`config.mk`:
```
export PLATFORM = sky130hd
export DESIGN_NAME = key_debounce_press_classifier
export DESIGN_NICKNAME = d
export VERILOG_FILES = /design/src/hdl/kdpc_pkg.sv /design/src/hdl/key_debounce_press_classifier.sv /design/src/hdl/kdpc_core.sv
export SDC_FILE = /design/constraint.sdc
export NUM_CORES = 1
export LEC_CHECK = 0
export ABC_CLOCK_PERIOD_IN_PS = 3210
export BUFFER_PORTS_ARGS = -buffer_cell sky130_fd_sc_hd__buf_2
export CAP_MARGIN = 30
export CORE_MARGIN = 2
export CORE_UTILIZATION = 45
export CTS_BUF_LIST = sky130_fd_sc_hd__clkbuf_8
export DETAILED_ROUTE_END_ITERATION = 16
export PLACE_DENSITY = 0.69
export SKIP_LAST_GASP = 1
export SLEW_MARGIN = 20
export SYNTH_ARGS = -nofsm -noshare
export SYNTH_HDL_FRONTEND = slang
export SYNTH_SLANG_ARGS = --single-unit
```
`constraint.sdc`:
```
create_clock -name clk -period 3.21 [get_ports clk]
set_clock_uncertainty 0.05 [all_clocks]
set_input_delay 0.8025 -clock clk [delete_from_list [all_inputs] [get_ports clk]]
set_output_delay 0.8025 -clock clk [all_outputs]
set_load 0.01 [all_outputs]
```
`src/hdl/kdpc_pkg.sv`:
```
package kdpc_pkg;

	// Register indexes on the configuration port.
	localparam logic [2:0] REG_SHORT_PRESS  = 3'd0;
	localparam logic [2:0] REG_LONG_PRESS   = 3'd1;
	localparam logic [2:0] REG_RELEASE      = 3'd2;
	localparam logic [2:0] REG_DOUBLE_HIT   = 3'd3;
	localparam logic [2:0] REG_POST_HOLDOFF = 3'd4;

	// Reset values of the registers.
	localparam logic [6:0] SHORT_PRESS_RST  = 7'd4;
	localparam logic [7:0] LONG_PRESS_RST   = 8'd100;
	localparam logic [7:0] RELEASE_RST      = 8'd4;
	localparam logic [7:0] DOUBLE_HIT_RST   = 8'd50;
	localparam logic [7:0] POST_HOLDOFF_RST = 8'd10;

	// Button patterns, active low: bit0 power, bit1 mode, bit2 rate, bit3 center.
	localparam logic [3:0] PAT_NONE        = 4'hF;
	localparam logic [3:0] PAT_POWER       = 4'hE;
	localparam logic [3:0] PAT_MODE        = 4'hD;
	localparam logic [3:0] PAT_POWER_MODE  = 4'hC;
	localparam logic [3:0] PAT_RATE        = 4'hB;
	localparam logic [3:0] PAT_CENTER      = 4'h7;
	localparam logic [3:0] PAT_CENTER_RATE = 4'h3;

	// Encoder transitions, previous phase in the upper two bits.
	localparam logic [3:0] TR_CW_A  = 4'h4;
	localparam logic [3:0] TR_CW_B  = 4'hB;
	localparam logic [3:0] TR_CCW_A = 4'h7;
	localparam logic [3:0] TR_CCW_B = 4'h8;

	// Key codes.
	localparam logic [3:0] KEY_POWER            = 4'd0;
	localparam logic [3:0] KEY_MODE             = 4'd1;
	localparam logic [3:0] KEY_RATE             = 4'd2;
	localparam logic [3:0] KEY_CENTER           = 4'd3;
	localparam logic [3:0] KEY_LONG_POWER       = 4'd4;
	localparam logic [3:0] KEY_LONG_MODE        = 4'd5;
	localparam logic [3:0] KEY_LONG_POWER_MODE  = 4'd6;
	localparam logic [3:0] KEY_LONG_RATE        = 4'd7;
	localparam logic [3:0] KEY_LONG_CENTER      = 4'd8;
	localparam logic [3:0] KEY_LONG_CENTER_RATE = 4'd9;
	localparam logic [3:0] KEY_CW               = 4'd10;
	localparam logic [3:0] KEY_CCW              = 4'd11;

	typedef struct packed {
		logic [6:0] short_press;
		logic [7:0] long_press;
		logic [7:0] release_len;
		logic [7:0] double_hit;
		logic [7:0] post_holdoff;
	} kdpc_cfg_t;

	typedef struct packed {
		logic       valid;
		logic [3:0] code;
	} kdpc_result_t;

	function automatic kdpc_result_t map_short(input logic [3:0] pat);
		kdpc_result_t r;
		r.valid = 1'b1;
		case (pat)
			PAT_POWER:  r.code = KEY_POWER;
			PAT_MODE:   r.code = KEY_MODE;
			PAT_RATE:   r.code = KEY_RATE;
			PAT_CENTER: r.code = KEY_CENTER;
			default: begin
				r.valid = 1'b0;
				r.code  = KEY_POWER;
			end
		endcase
		return r;
	endfunction

	function automatic kdpc_result_t map_long(input logic [3:0] pat);
		kdpc_result_t r;
		r.valid = 1'b1;
		case (pat)
			PAT_POWER:       r.code = KEY_LONG_POWER;
			PAT_MODE:        r.code = KEY_LONG_MODE;
			PAT_POWER_MODE:  r.code = KEY_LONG_POWER_MODE;
			PAT_RATE:        r.code = KEY_LONG_RATE;
			PAT_CENTER:      r.code = KEY_LONG_CENTER;
			PAT_CENTER_RATE: r.code = KEY_LONG_CENTER_RATE;
			default: begin
				r.valid = 1'b0;
				r.code  = KEY_POWER;
			end
		endcase
		return r;
	endfunction

endpackage

```
`src/hdl/key_debounce_press_classifier.sv`:
```
// Channel   Direction  Handshake            Payload
// input     in         in_valid/in_ready    action, buttons_n, enc_ab
// output    out        out_valid/out_ready  key_code
// config    in         cfg_we               cfg_index, cfg_data
//
// One request is taken per cycle while in_ready is high: its whole update is combinational
// counter and compare logic in kdpc_core, and a result lands in the output register the
// next cycle. A new request is accepted while the output register is empty or being
// emptied, so a stalled output holds only the input side, never the state.
// Reset clears all counters, the encoder phase, the configuration to its defaults and
// the output valid flag; the early button samples are written by the first presses.
module key_debounce_press_classifier (
	input  logic       clk,
	input  logic       arst_n,
	input  logic       in_valid,
	output logic       in_ready,
	input  logic       action,
	input  logic [3:0] buttons_n,
	input  logic [1:0] enc_ab,
	output logic       out_valid,
	input  logic       out_ready,
	output logic [3:0] key_code,
	input  logic       cfg_we,
	input  logic [2:0] cfg_index,
	input  logic [7:0] cfg_data
);

	kdpc_pkg::kdpc_cfg_t    cfg_q;
	kdpc_pkg::kdpc_result_t result;
	logic                   out_valid_q;
	logic [3:0]             key_code_q;
	logic                   step;

	// The output register parts the two sides: a waiting result only blocks a new
	// request when the consumer is not taking it in this same cycle.
	assign in_ready  = !out_valid_q || out_ready;
	assign step      = in_valid && in_ready;
	assign out_valid = out_valid_q;
	assign key_code  = key_code_q;

	// Configuration writes; an index beyond the last register is dropped.
	always_ff @(posedge clk or negedge arst_n) begin
		if (!arst_n) begin
			cfg_q.short_press  <= kdpc_pkg::SHORT_PRESS_RST;
			cfg_q.long_press   <= kdpc_pkg::LONG_PRESS_RST;
			cfg_q.release_len  <= kdpc_pkg::RELEASE_RST;
			cfg_q.double_hit   <= kdpc_pkg::DOUBLE_HIT_RST;
			cfg_q.post_holdoff <= kdpc_pkg::POST_HOLDOFF_RST;
		end else if (cfg_we) begin
			unique case (cfg_index)
				kdpc_pkg::REG_SHORT_PRESS:  cfg_q.short_press  <= cfg_data[6:0];
				kdpc_pkg::REG_LONG_PRESS:   cfg_q.long_press   <= cfg_data;
				kdpc_pkg::REG_RELEASE:      cfg_q.release_len  <= cfg_data;
				kdpc_pkg::REG_DOUBLE_HIT:   cfg_q.double_hit   <= cfg_data;
				kdpc_pkg::REG_POST_HOLDOFF: cfg_q.post_holdoff <= cfg_data;
				default: cfg_q <= cfg_q;
			endcase
		end
	end

	kdpc_core u_core (
		.clk       (clk),
		.arst_n    (arst_n),
		.step      (step),
		.action    (action),
		.buttons_n (buttons_n),
		.enc_ab    (enc_ab),
		.cfg       (cfg_q),
		.result    (result)
	);

	// A request that yields no code simply empties the register, which is safe
	// because it can only be accepted when the old result is gone or going.
	always_ff @(posedge clk or negedge arst_n) begin
		if (!arst_n) begin
			out_valid_q <= 1'b0;
		end else if (step) begin
			out_valid_q <= result.valid;
		end else if (out_ready) begin
			out_valid_q <= 1'b0;
		end
	end

	always_ff @(posedge clk) begin
		if (step && result.valid) begin
			key_code_q <= result.code;
		end
	end

	a_code_in_range: assert property (@(posedge clk) disable iff (!arst_n)
		out_valid |-> key_code <= kdpc_pkg::KEY_CCW)
		else $error("key code out of range");

	a_result_lands: assert property (@(posedge clk) disable iff (!arst_n)
		step && result.valid |=> out_valid && key_code == $past(result.code))
		else $error("emitted code did not reach the output register");

	a_no_result_from_idle: assert property (@(posedge clk) disable iff (!arst_n)
		!step && !(out_valid && !out_ready) |=> !out_valid)
		else $error("output appeared without a request");

endmodule

```
`src/hdl/kdpc_core.sv`:
```
module kdpc_core (
	input  logic                     clk,
	input  logic                     arst_n,
	input  logic                     step,
	input  logic                     action,
	input  logic [3:0]               buttons_n,
	input  logic [1:0]               enc_ab,
	input  kdpc_pkg::kdpc_cfg_t      cfg,
	output kdpc_pkg::kdpc_result_t   result
);

	logic [7:0] held_q, released_q, lockout_q, holdoff_q;
	logic [1:0] phase_q;
	logic [3:0] es_q [3];

	logic [7:0] held_d, released_d, lockout_d, holdoff_d;
	logic [1:0] phase_d;
	logic [3:0] es_d [3];

	logic [7:0] holdoff_dec, held_inc, released_inc;
	logic [3:0] trans, key;
	logic       key_ok;
	kdpc_pkg::kdpc_result_t code;

	assign holdoff_dec  = (holdoff_q != 8'd0) ? holdoff_q - 8'd1 : 8'd0;
	assign held_inc     = held_q + 8'd1;
	assign released_inc = released_q + 8'd1;
	assign trans        = {phase_q, enc_ab};

	// Majority vote over the first three samples of the press.
	always_comb begin
		key_ok = 1'b1;
		key    = es_q[0];
		if (es_q[0] == es_q[1] || es_q[0] == es_q[2]) begin
			key = es_q[0];
		end else if (es_q[1] == es_q[2]) begin
			key = es_q[1];
		end else begin
			key_ok = 1'b0;
		end
		if (held_q == cfg.long_press) begin
			code = kdpc_pkg::map_long(key);
		end else begin
			code = kdpc_pkg::map_short(key);
		end
	end

	always_comb begin
		held_d     = held_q;
		released_d = released_q;
		lockout_d  = lockout_q;
		holdoff_d  = holdoff_q;
		phase_d    = phase_q;
		es_d       = es_q;
		result     = '0;
		if (action) begin
			// Encoder ticks do not count the spacing down.
			phase_d = enc_ab;
			case (trans)
				kdpc_pkg::TR_CW_A, kdpc_pkg::TR_CW_B: begin
					result.code = kdpc_pkg::KEY_CW;
					result.valid = (holdoff_q == 8'd0);
				end
				kdpc_pkg::TR_CCW_A, kdpc_pkg::TR_CCW_B: begin
					result.code = kdpc_pkg::KEY_CCW;
					result.valid = (holdoff_q == 8'd0);
				end
				default: result = '0;
			endcase
			if (result.valid) begin
				holdoff_d = cfg.post_holdoff;
			end
		end else begin
			holdoff_d = holdoff_dec;
			if (buttons_n != kdpc_pkg::PAT_NONE) begin
				released_d = 8'd0;
				held_d     = held_inc;
				if (held_inc == 8'd1) begin
					es_d[0] = buttons_n;
				end else if (held_inc == 8'd2) begin
					es_d[1] = buttons_n;
					if (es_q[0] != buttons_n) begin
						es_d[0] = buttons_n;
						held_d  = 8'd1;
					end
				end else if (held_inc == 8'd3) begin
					es_d[2] = buttons_n;
					if (es_q[1] != buttons_n) begin
						es_d[0] = buttons_n;
						held_d  = 8'd1;
					end
				end else if (es_q[0] != buttons_n) begin
					es_d[0] = buttons_n;
					held_d  = 8'd1;
				end else if (held_inc > cfg.long_press) begin
					held_d = cfg.long_press;
				end
			end else if (released_inc < cfg.release_len) begin
				released_d = released_inc;
			end else begin
				released_d = cfg.release_len;
				if (lockout_q != 8'd0) begin
					lockout_d = lockout_q - 8'd1;
					held_d    = 8'd0;
				end else if (held_q >= {1'b0, cfg.short_press}) begin
					// A press below the short length leaves the count alone.
					held_d = 8'd0;
					if (key_ok && code.valid) begin
						lockout_d = cfg.double_hit;
						if (holdoff_dec == 8'd0) begin
							result    = code;
							holdoff_d = cfg.post_holdoff;
						end
					end
				end
			end
		end
	end

	always_ff @(posedge clk or negedge arst_n) begin
		if (!arst_n) begin
			held_q     <= '0;
			released_q <= '0;
			lockout_q  <= '0;
			holdoff_q  <= '0;
			phase_q    <= '0;
		end else if (step) begin
			held_q     <= held_d;
			released_q <= released_d;
			lockout_q  <= lockout_d;
			holdoff_q  <= holdoff_d;
			phase_q    <= phase_d;
		end
	end

	always_ff @(posedge clk) begin
		if (step) begin
			es_q <= es_d;
		end
	end

	a_emit_loads_holdoff: assert property (@(posedge clk) disable iff (!arst_n)
		step && result.valid |=> holdoff_q == $past(cfg.post_holdoff))
		else $error("holdoff not reloaded after an emitted code");

	a_scan_emit_arms_lockout: assert property (@(posedge clk) disable iff (!arst_n)
		step && !action && result.valid |=> lockout_q == $past(cfg.double_hit))
		else $error("lockout not armed after an emitted key");

	a_encoder_keeps_press: assert property (@(posedge clk) disable iff (!arst_n)
		step && action |=> held_q == $past(held_q) && released_q == $past(released_q)
			&& lockout_q == $past(lockout_q))
		else $error("encoder tick disturbed the press counters");

	a_scan_counts_holdoff: assert property (@(posedge clk) disable iff (!arst_n)
		step && !action && !result.valid |=> holdoff_q == $past(holdoff_dec))
		else $error("holdoff did not count down on a scan tick");

endmodule

```
# After elaboration in Yosys (flattened, before gate mapping)
# Index checks and enable logic that the tools add are counted.
# W data, S select, Z words.
[word_totals]
register_bits = 90
in_bits = 23
output_inout_bits = 6
wordCells = 136
[classes]
n_addsub = 4
magnitude_cmp = 3
n_eq_ne = 27
n_mux = 50
bitwise = 5
reduce_logical = 32
[op_table]
columns = ["cell", "n"]
rows = [
  ["$mux W8", 25],
  ["$mux W5", 9],
  ["$mux W4", 7],
  ["$eq A4 B4 Y1 const B", 6],
  ["$pmux W4 S6", 1],
  ["$add A8 B1 Y8 const B", 2],
  ["$eq A8 B2 Y1 const B", 2],
  ["$logic_not A8 Y1", 2],
  ["$reduce_and A2 Y1", 8],
  ["$reduce_bool A8 Y1", 2],
  ["$sub A8 B1 Y8 const B", 2],
  ["$eq A4 B3 Y1 const B", 3],
  ["$eq A4 B4 Y1", 3],
  ["$reduce_and A6 Y1", 2],
  ["$pmux W5 S2", 1],
  ["$eq A8 B1 Y1 const B", 1],
  ["$eq A8 B8 Y1", 1],
  ["$ge A8 B7 Y1", 1],
  ["$gt A8 B8 Y1", 1],
  ["$lt A8 B8 Y1", 1],
  ["$ne A4 B4 Y1", 2],
  ["$reduce_and A4 Y1", 2],
  ["$eq A3 B2 Y1 const B", 2],
  ["$mux W1", 6],
  ["other kinds (18)", 29],
]

# Logic depth before layout (Yosys ltp)
# Gate-level depths: netlist of the first run.
[depth]
word_depth = 15
depth_mapped = 14
ltp_nobuf = 12

# Cells and area by module
# From an unflattened synthesis of the first run, not the netlist that was laid out.
[hier_totals]
cells_unflattened = 624
area_unflattened_um2 = 6033.3
[modules_own_cells]
columns = ["mod", "instances", "cells_each", "area_each_um2", "seq_area_each_um2"]
rows = [
  ["kdpc_core", 1, 528, 4324.1, 1211.2],
  ["key_debounce_press_classifier", 1, 96, 1709.1, 1133.6],
]

# Worst setup path after synthesis of the first run
# Ideal clock, no wire load.
[synth_timing]
kind = "register -> register"
start = "register u_core.released_q[2]"
end = "register key_code_q[0], in the netlist key_code[0], enable pin"
setup_time_ps = 329
arrival_ps = 2611
required_time_ps = 2831
slack_ps = 220
stages_incl_launch_ff = 15
n_path_buf = 2
synth_period_minus_slack_ps = 2990
cell_sequence = "dfrtp_1 nand3_1 nor2_1 nand3_1 xnor2_1 ha_1 o21a_1 o2bb2ai_1 a31o_2 clkbuf_1 nor2_1 and3_1 a21oi_1 buf_2 nor2_1"
[synth_via]
elab_chain_len = 6
[synth_lines]
columns = ["item", "line_no", "text"]
rows = [
  ["start, declared", "kdpc_core.sv:12", "logic [7:0] held_q, released_q, lockout_q, holdoff_q;"],
  ["start signal, assigned", "kdpc_core.sv:129", "released_q <= released_d;"],
  ["$add A8 B1 Y8", "kdpc_core.sv:27", "assign released_inc = released_q + 8'd1;"],
  ["$lt A8 B8 Y1", "kdpc_core.sv:98", "end else if (released_inc < cfg.release_len) begin"],
  ["$mux W5", "kdpc_core.sv:98", ""],
  ["$mux W5", "kdpc_core.sv:75", "if (buttons_n != kdpc_pkg::PAT_NONE) begin"],
  ["$mux W5", "kdpc_core.sv:56", "if (action) begin"],
  ["$logic_and A1 B1 Y1", "key_debounce_press_classifier.sv:85", "if (step && result.valid) begin"],
  ["end signal, assigned", "key_debounce_press_classifier.sv:86", "key_code_q <= result.code;"],
  ["end, declared", "key_debounce_press_classifier.sv:31", "logic [3:0] key_code_q;"],
]
# Every way passes these cells.
# A chain may end at the register's enable or synchronous reset.

# Worst setup path in the final report of the first run
[layout_timing]
start = "register u_core.released_q[0]"
end = "register u_core.lockout_q[4]"
[layout_via]
elab_chain_len = 4
[layout_lines]
columns = ["item", "line_no", "text"]
rows = [
  ["$add A8 B1 Y8", "kdpc_core.sv:27", ""],
  ["$lt A8 B8 Y1", "kdpc_core.sv:98", ""],
  ["$not A1 Y1 (no source line)", "--", ""],
  ["$reduce_and A6 Y1 (no source line)", "--", ""],
  ["end signal, assigned", "kdpc_core.sv:130", "lockout_q <= lockout_d;"],
  ["end, declared", "kdpc_core.sv:12", ""],
]
# Every way passes these cells.

==> run metrics, run 1 <==
post-synthesis sequential element count=90; Setup crit start kind=flop; sequential area share after synthesis=between 40 and 50%; Worst path max stage delay=0.46 ns; FILL cells=about 1200; Synth async-reset ratio=82.2%; clk slew on worst S/H paths=around 0.1 ns; synth unique cells=71; grt peak-use layer=met2; clock root cell=clkbuf_8; Die Height=between 100 and 150 um; Worst Setup SP=u_core.released_q[0]; RD Place Congestion=about 0.95; Post-Synthesis Cells=around 630; vias in the first global route=4740; I/O pins=29; synthesized area=about 0.0058 mm^2; dpl ws=0.0643 ns; Syn Area/Cell=slightly above 9 um^2; reg2reg setup slack=0.19 ns; initial drt markers=382; setup ws final=0.189 ns; Crit path top cell by count=nand3_1; vias after detailed routing=4793; later-pin clock latency in the skew report=0.37 ns; CTS tree=done; delay-heaviest family, CP=simple AND/OR/NAND/NOR gates; commonest cells in the netlist=64 x dfrtp_1, 64 x nand2_1, 56 x o21ai_0, 40 x inv_1, 34 x nor2_1; critical path class=flop to flop; pin count of the biggest net entering global routing=50; Slew Viols, Final=0; DRT Pass-1 Iters=6; Area Overhead vs Synth=10.6%; port bufs=28; Arrival @ worst endpoint=3.22 ns; worst-path cell chain=buf_4 > nand3_1 > nor2_1 > nand3_1 > xnor2_1 > ha_1 > o21a_1 > o2bb2ai_1 > a31o_2 > or3_4 > or3_1 > o21ai_0 > a211oi_1; grt total ovfl=0; post-DP HPWL=roughly 10 mm; antenna diode count=0; final wirelength=between 10 and 15 mm; DRC Markers=0; TritonCTS Sinks=90; M1 GR Usage=29.2%; Post-synth EDFFs=16; Worst R2R Path Depth=13; row count=between 40 and 50; outcome=complete, no violations; Tot Pwr=0.00351 W; nature of the critical path endpoint=flop; Critical Path Fanout Max=11; initial antenna violation count=0; Vias/cell=5.72; Pwr Density=543 mW/mm^2; GR Util met2=34.6%; Die ar.=0.0139 mm^2; largest cells by area after synthesis=dfrtp_1 27%, edfxtp_1 8.2%, ha_1 6.6%, o21ai_0 4.8%, mux2_2 4.6%; hold crit path type=input port to async pin; first-pass GRT wire length=around 24 mm; Yosys top cell by area=dfrtp_1; layout cells sized above 1=around a fifth; worst r2r src=u_core.released_q[0]; Max VDD drop=0.000172 V; met3 global-route usage=3.73%; static leakage=2.73 nW; CP max stage cell=or3_4; final setup fails=0; Critical Path End=u_core.lockout_q[4]; area of the multi-input gates=around 0.0032 mm^2; crit path time final=3.02 ns; CTS Buf Count=9; Fmax=around 330 MHz; post-cts hold buffer count=0; Yosys top cell area share=a little over a quarter; Worst Tran Pin Value=0.706 ns; Core Area=0.0127 mm^2; Hold Fails Final Rpt=0; post-synth net total=687; setup TNS=0 ns; relative slew slack=52.5%; GRT Total Usage=21.4%; sequential cell area=between 0.002 and 0.0025 mm^2; Tcrit/Tclk final=94.1%; RR Endpoint=u_core.lockout_q[4]; yosys warns=0; number of max-cap violations=0; CTS HTree Levels=3; DRT antenna net count=0; top_reg_cell synth=dfrtp_1; Req. time, crit path=approximately 3.4 ns; CP Depth=13; Buf/Inv on CP=1; unrepaired setup endpoints after global routing=no; Die X=118 um; WL per Instance=16.9 um; fin nets=between 700 and 800; starting density of the core=46.1%; Longest Clk Path Bufs=2
## stage by stage
| stage | util (%) | instances | cell area [um^2] | hold WS [ns] |
|---|---|---|---|---|
| 2_1_floorplan | - | 633 | 5840 | 0.407 |
| 3_3_place_gp | 49.1 | 821 | 6220 | 0.426 |
| 3_5_place_dp | 49.1 | 821 | 6220 | 0.426 |
| 4_1_cts | 50.7 | 837 | 6430 | 0.400 |
| 5_1_grt | 51.0 | 838 | 6460 | 0.419 |
| 6_report | 51.0 | 838 | 6460 | 0.401 |
## state kept, by name (all words and copies together) (netlist names)
register / flops
out_valid: 1
u_core.lockout_q: 8
u_core.es_q: 12
cfg_q: 39
key_code: 4
u_core.released_q: 8
u_core.held_q: 8
u_core.phase_q: 2
u_core.holdoff_q: 8
## cell usage in the layout, fill, tap and decap left out, types with 3 or more instances in the layout
master	Yosys	layout
a211oi_1	12	12
a21oi_1	30	29
a22oi_1	3	3
a31oi_1	4	4
and2_1	3	3
and3_1	5	5
and3b_1	3	3
buf_2	13	28
buf_4	1	23
clkbuf_8	0	11
dfrtp_1	64	64
dfstp_2	10	10
edfxtp_1	16	16
ha_1	31	30
inv_1	40	40
mux2_2	24	24
mux2i_1	8	8
nand2_1	64	64
nand2b_1	6	6
nand3_1	19	19
nand4_1	12	12
nor2_1	34	31
nor2_2	0	3
nor2b_1	7	7
nor3_1	20	20
nor4_1	6	5
o211ai_1	4	4
o21a_1	4	4
o21ai_0	56	56
o22ai_1	6	6
o2bb2ai_1	3	3
o311a_1	3	3
o31a_1	4	4
o31ai_1	4	4
or3_1	6	5
xnor2_1	18	18
xor2_1	24	24
## report_power, final
| group | leakage [nW] | switching [W] | internal (W) |
|---|---|---|---|
| Sequential | 1.06 | 0.000193 | 0.00137 |
| Clock | 0.103 | 0.000424 | 0.000406 |
| Combinational | 1.57 | 0.000640 | 0.000474 |
## routing by layer
metal | share of wire [%] | wire (um)
met1 | 46 | 6470
met2 | 48 | 6830
met3 | 4.3 | 611
met4 | 2.0 | 281
met5 | 0 | 0
## how the worst min path moves through the flow
| stage | startpoint | to | slack, ns | cells past startpoint |
|---|---|---|---|---|
| 2_1_floorplan | u_core.lockout_q[7] | u_core.lockout_q[7] | 0.41 | 1 |
| 3_3_place_gp | u_core.lockout_q[7] | u_core.lockout_q[7] | 0.43 | 1 |
| 3_5_place_dp | u_core.lockout_q[7] | u_core.lockout_q[7] | 0.43 | 1 |
| 4_1_cts | arst_n | cfg_q[15] | 0.40 | 1 |
| 5_1_grt | arst_n | cfg_q[15] | 0.42 | 1 |
| 6_report | arst_n | cfg_q[14] | 0.40 | 1 |
## worst register-to-register path, cell delays in order, from the launching register on
cell and delay [ns]:
dfrtp_1 0.40, buf_4 0.13, nand3_1 0.10, nor2_1 0.23, nand3_1 0.14, xnor2_1 0.16, ha_1 0.28, o21a_1 0.11
o2bb2ai_1 0.06, a31o_2 0.27, or3_4 0.46, or3_1 0.35, o21ai_0 0.08, a211oi_1 0.07
## layout make-up
| type | count | area share (%) |
|---|---|---|
| Inverter | 40 | 2.32 |
| Clock inverter | 5 | 0.929 |
| Sequential cell | 90 | 36.3 |
| Multi-Input combinational cell | 468 | 49.6 |
| Tap cell | 172 | 3.33 |
| Clock buffer | 11 | 2.34 |
| Timing Repair Buffer | 52 | 5.15 |
## kinds of logic (layout without fill, tap and decap cells)
| group | Yosys count | in the layout | share of synthesized area, % |
|---|---|---|---|
| DFF | 90 | 90 | 40.1 |
| muxes | 32 | 32 | 5.99 |
| and+or+nand+nor | 205 | 205 | 18.2 |
| xor gates and xnor gates | 42 | 42 | 6.29 |
| adders and majority gates | 31 | 31 | 6.64 |
| AOI/OAI and AO/OA | 158 | 158 | 17.3 |
| buffers and inverters | 75 | 108 | 5.42 |
## timing repair
action / 4_1_cts / 5_1_grt
setup endpoints to repair: 0 / 20
resized for setup: 0 / 7
buffers inserted: 0 / 1
Note: power is estimated with default switching activity, not from simulation.
==> run 2: changes to the inputs <==
--- a/config.mk
+++ b/config.mk
@@ -5,14 +5,14 @@
 export SDC_FILE = /design/constraint.sdc
 export NUM_CORES = 1
 export LEC_CHECK = 0
-export ABC_CLOCK_PERIOD_IN_PS = 3210
+export ABC_CLOCK_PERIOD_IN_PS = 3200
 export BUFFER_PORTS_ARGS = -buffer_cell sky130_fd_sc_hd__buf_2
 export CAP_MARGIN = 30
 export CORE_MARGIN = 2
 export CORE_UTILIZATION = 45
 export CTS_BUF_LIST = sky130_fd_sc_hd__clkbuf_8
 export DETAILED_ROUTE_END_ITERATION = 16
-export PLACE_DENSITY = 0.69
+export PLACE_DENSITY = 0.73
 export SKIP_LAST_GASP = 1
 export SLEW_MARGIN = 20
 export SYNTH_ARGS = -nofsm -noshare
==> constraint.sdc (replaced) <==
create_clock -name clk -period 3.2 [get_ports clk]
set_clock_uncertainty 0.05 [all_clocks]
set_input_delay 0.8 -clock clk [delete_from_list [all_inputs] [get_ports clk]]
set_output_delay 0.8 -clock clk [all_outputs]
set_load 0.01 [all_outputs]
==> run metrics, run 2 (synthesis results as in run 1) <==
Die ar.=0.0139 mm^2 (unchanged); initial drt markers=348 (was 382); most frequent cells in the layout=64 x nand2_1, 64 x dfrtp_1, 56 x o21ai_0 (unchanged); TritonCTS Sinks=90 (unchanged); vias after detailed routing=4904 (was 4793); WL per Instance=16.7 um (was 16.9 um); Critical Path Fanout Max=11 (unchanged); starting density of the core=46.1% (unchanged); CTS HTree Levels=3 (unchanged); I/O pins=29 (unchanged); placed cells=823 (was 821); antenna diode count=0 (unchanged); Req. time, crit path=3.40 ns (about the same); Tcrit/Tclk final=93.6% (was 94.1%); grt peak-use layer=met2 (unchanged); Top Registers=cfg_q x39, u_core.es_q x12 (unchanged); later-pin clock latency in the skew report=0.37 ns (about the same); grt total ovfl=0 (unchanged); clock root cell=clkbuf_8 (unchanged); Worst path max stage delay=0.44 ns (was 0.46 ns); crit path time final=3.00 ns (was 3.02 ns); RD Place Congestion=0.910 (was 0.954); DRC Markers=0 (unchanged); area of the multi-input gates=0.00320 mm^2 (was 0.00321 mm^2); dpl ws=0.0986 ns (was 0.0643 ns); met3 global-route usage=2.52% (was 3.73%); layout cells sized above 1=18.1% (was 18.6%); M1 GR Usage=26.0% (was 29.2%); Setup crit start kind=flop (unchanged); post-DP HPWL=10.6 mm (was 10.5 mm); critical path class=flop to flop (unchanged); hold slack=0.447 ns (was 0.401 ns); Buf/Inv on CP=1 (unchanged); sequential cell area=0.00234 mm^2 (unchanged); row count=41 (unchanged); Worst R2R Path Depth=13 (unchanged); port bufs=28 (unchanged); vias in the first global route=4910 (was 4740); outcome=complete, no violations (unchanged); setup TNS=0 ns (unchanged); Arrival @ worst endpoint=3.20 ns (was 3.22 ns); static leakage=2.76 nW (was 2.73 nW); final setup fails=0 (unchanged); CP max stage cell=dfrtp_1 (was or3_4); Longest Clk Path Bufs=2 (unchanged); max reg flops=39 (unchanged); final wirelength=14.0 mm (was 14.2 mm); Max VDD drop=0.000205 V (was 0.000172 V); relative slew slack=49.0% (was 52.5%); first-pass GRT wire length=23.7 mm (was 24.1 mm); fin nets=717 (was 715); post-route insts no fill=840 (was 838); number of max-cap violations=0 (unchanged); post-cts hold buffer count=0 (unchanged); pin count of the biggest net entering global routing=45 (was 50); Slew Viols, Final=0 (unchanged); setup ws final=0.204 ns (was 0.189 ns); DRT Pass-1 Iters=6 (unchanged); delay-heaviest family, CP=compound AO/OA/AOI/OAI gates (was simple AND/OR/NAND/NOR gates); fin util=51.2% (was 51.0%); CTS tree=done (unchanged); hold crit path type=input port to async pin (unchanged); Pwr Density=561 mW/mm^2 (was 543 mW/mm^2); GR Util met2=35.9% (was 34.6%); worst-path cell chain=ha_2 > nand3_2 > nor2_1 > xor2_1 > ha_1 > o21a_1 > o2bb2ai_1 > a31o_2 > buf_4 > o31a_1 > nor2b_1 > o311a_1 > o22ai_1 (was buf_4 > nand3_1 > nor2_1 > nand3_1 > xnor2_1 > ha_1 > o21a_1 > o2bb2ai_1 > a31o_2 > or3_4 > or3_1 > o21ai_0 > a211oi_1); CTS Buf Count=9 (unchanged); Fmax=334 MHz (was 331 MHz); Worst Tran Pin Value=0.764 ns (was 0.706 ns); Core Area=0.0127 mm^2 (unchanged); initial antenna violation count=0 (unchanged); CP Depth=13 (unchanged); clk slew on worst S/H paths=0.09 ns (was 0.10 ns); GRT Total Usage=21.0% (was 21.4%); Vias/cell=5.84 (was 5.72); DRT antenna net count=0 (unchanged); Area Overhead vs Synth=11.1% (was 10.6%); nature of the critical path endpoint=flop (unchanged); Hold Fails Final Rpt=0 (unchanged); Die X=118 um (unchanged); unrepaired setup endpoints after global routing=no (unchanged); FILL cells=1189 (was 1188); Die Height=118 um (unchanged); register with the most flip-flops=cfg_q (unchanged)
## run 2: worst reg2reg max path, cell delays in order (launching register included)
cell and delay [ns]:
dfrtp_1 0.44, ha_2 0.25, nand3_2 0.13, nor2_1 0.15, xor2_1 0.22, ha_1 0.20, o21a_1 0.13, o2bb2ai_1 0.07
a31o_2 0.24, buf_4 0.18, o31a_1 0.43, nor2b_1 0.15, o311a_1 0.17, o22ai_1 0.07
## run 2: per-layer routing
metal | routed length, um | up-vias
li1 | - | 2342
met1 | 5960 | 2378
met3 | 597 | 35
met5 | 0 | -
met2 | 6960 | 149
met4 | 480 | 0
## run 2: cell type report
type	instances	area share [%]
Multi-Input combinational cell	468	49.2
Sequential cell	90	36.1
Timing Repair Buffer	54	5.36
Tap cell	172	3.31
Inverter	40	2.31
Clock buffer	9	1.91
Clock inverter	7	1.79
## run 2: power breakdown
group / switching [W] / internal [W] / total (W)
Sequential: 0.000190 / 0.00137 / 0.00157
Combinational: 0.000651 / 0.000477 / 0.00113
Clock: 0.000427 / 0.000519 / 0.000947
Total: 0.00127 / 0.00237 / 0.00364
## run 2: repair_timing
action / 4_1_cts / 5_1_grt
resized for setup: 0 / 3
setup buffers: 0 / 1
setup endpoints to repair: 0 / 11
## run 2: worst paths after layout
kind / startpoint / end / slack, ns
max: u_core.released_q[0] / u_core.held_q[5] / 0.20
min: arst_n / cfg_q[28] / 0.45
max reg2reg: u_core.released_q[0] / u_core.held_q[5] / 0.20
min reg2reg: u_core.lockout_q[7] / u_core.lockout_q[7] / 0.47
max in group asynchronous: arst_n / cfg_q[3] / 1.92
min in group clk: u_core.lockout_q[7] / u_core.lockout_q[7] / 0.47
## run 2: stage by stage
step | total power, W | cell area, um^2
global route | 0.00387 | 6490
global placement | 0.00264 | 6230
finish | 0.00364 | 6490
CTS | 0.00364 | 6470
floorplan | 0.00234 | 5840
detailed placement | 0.00270 | 6230
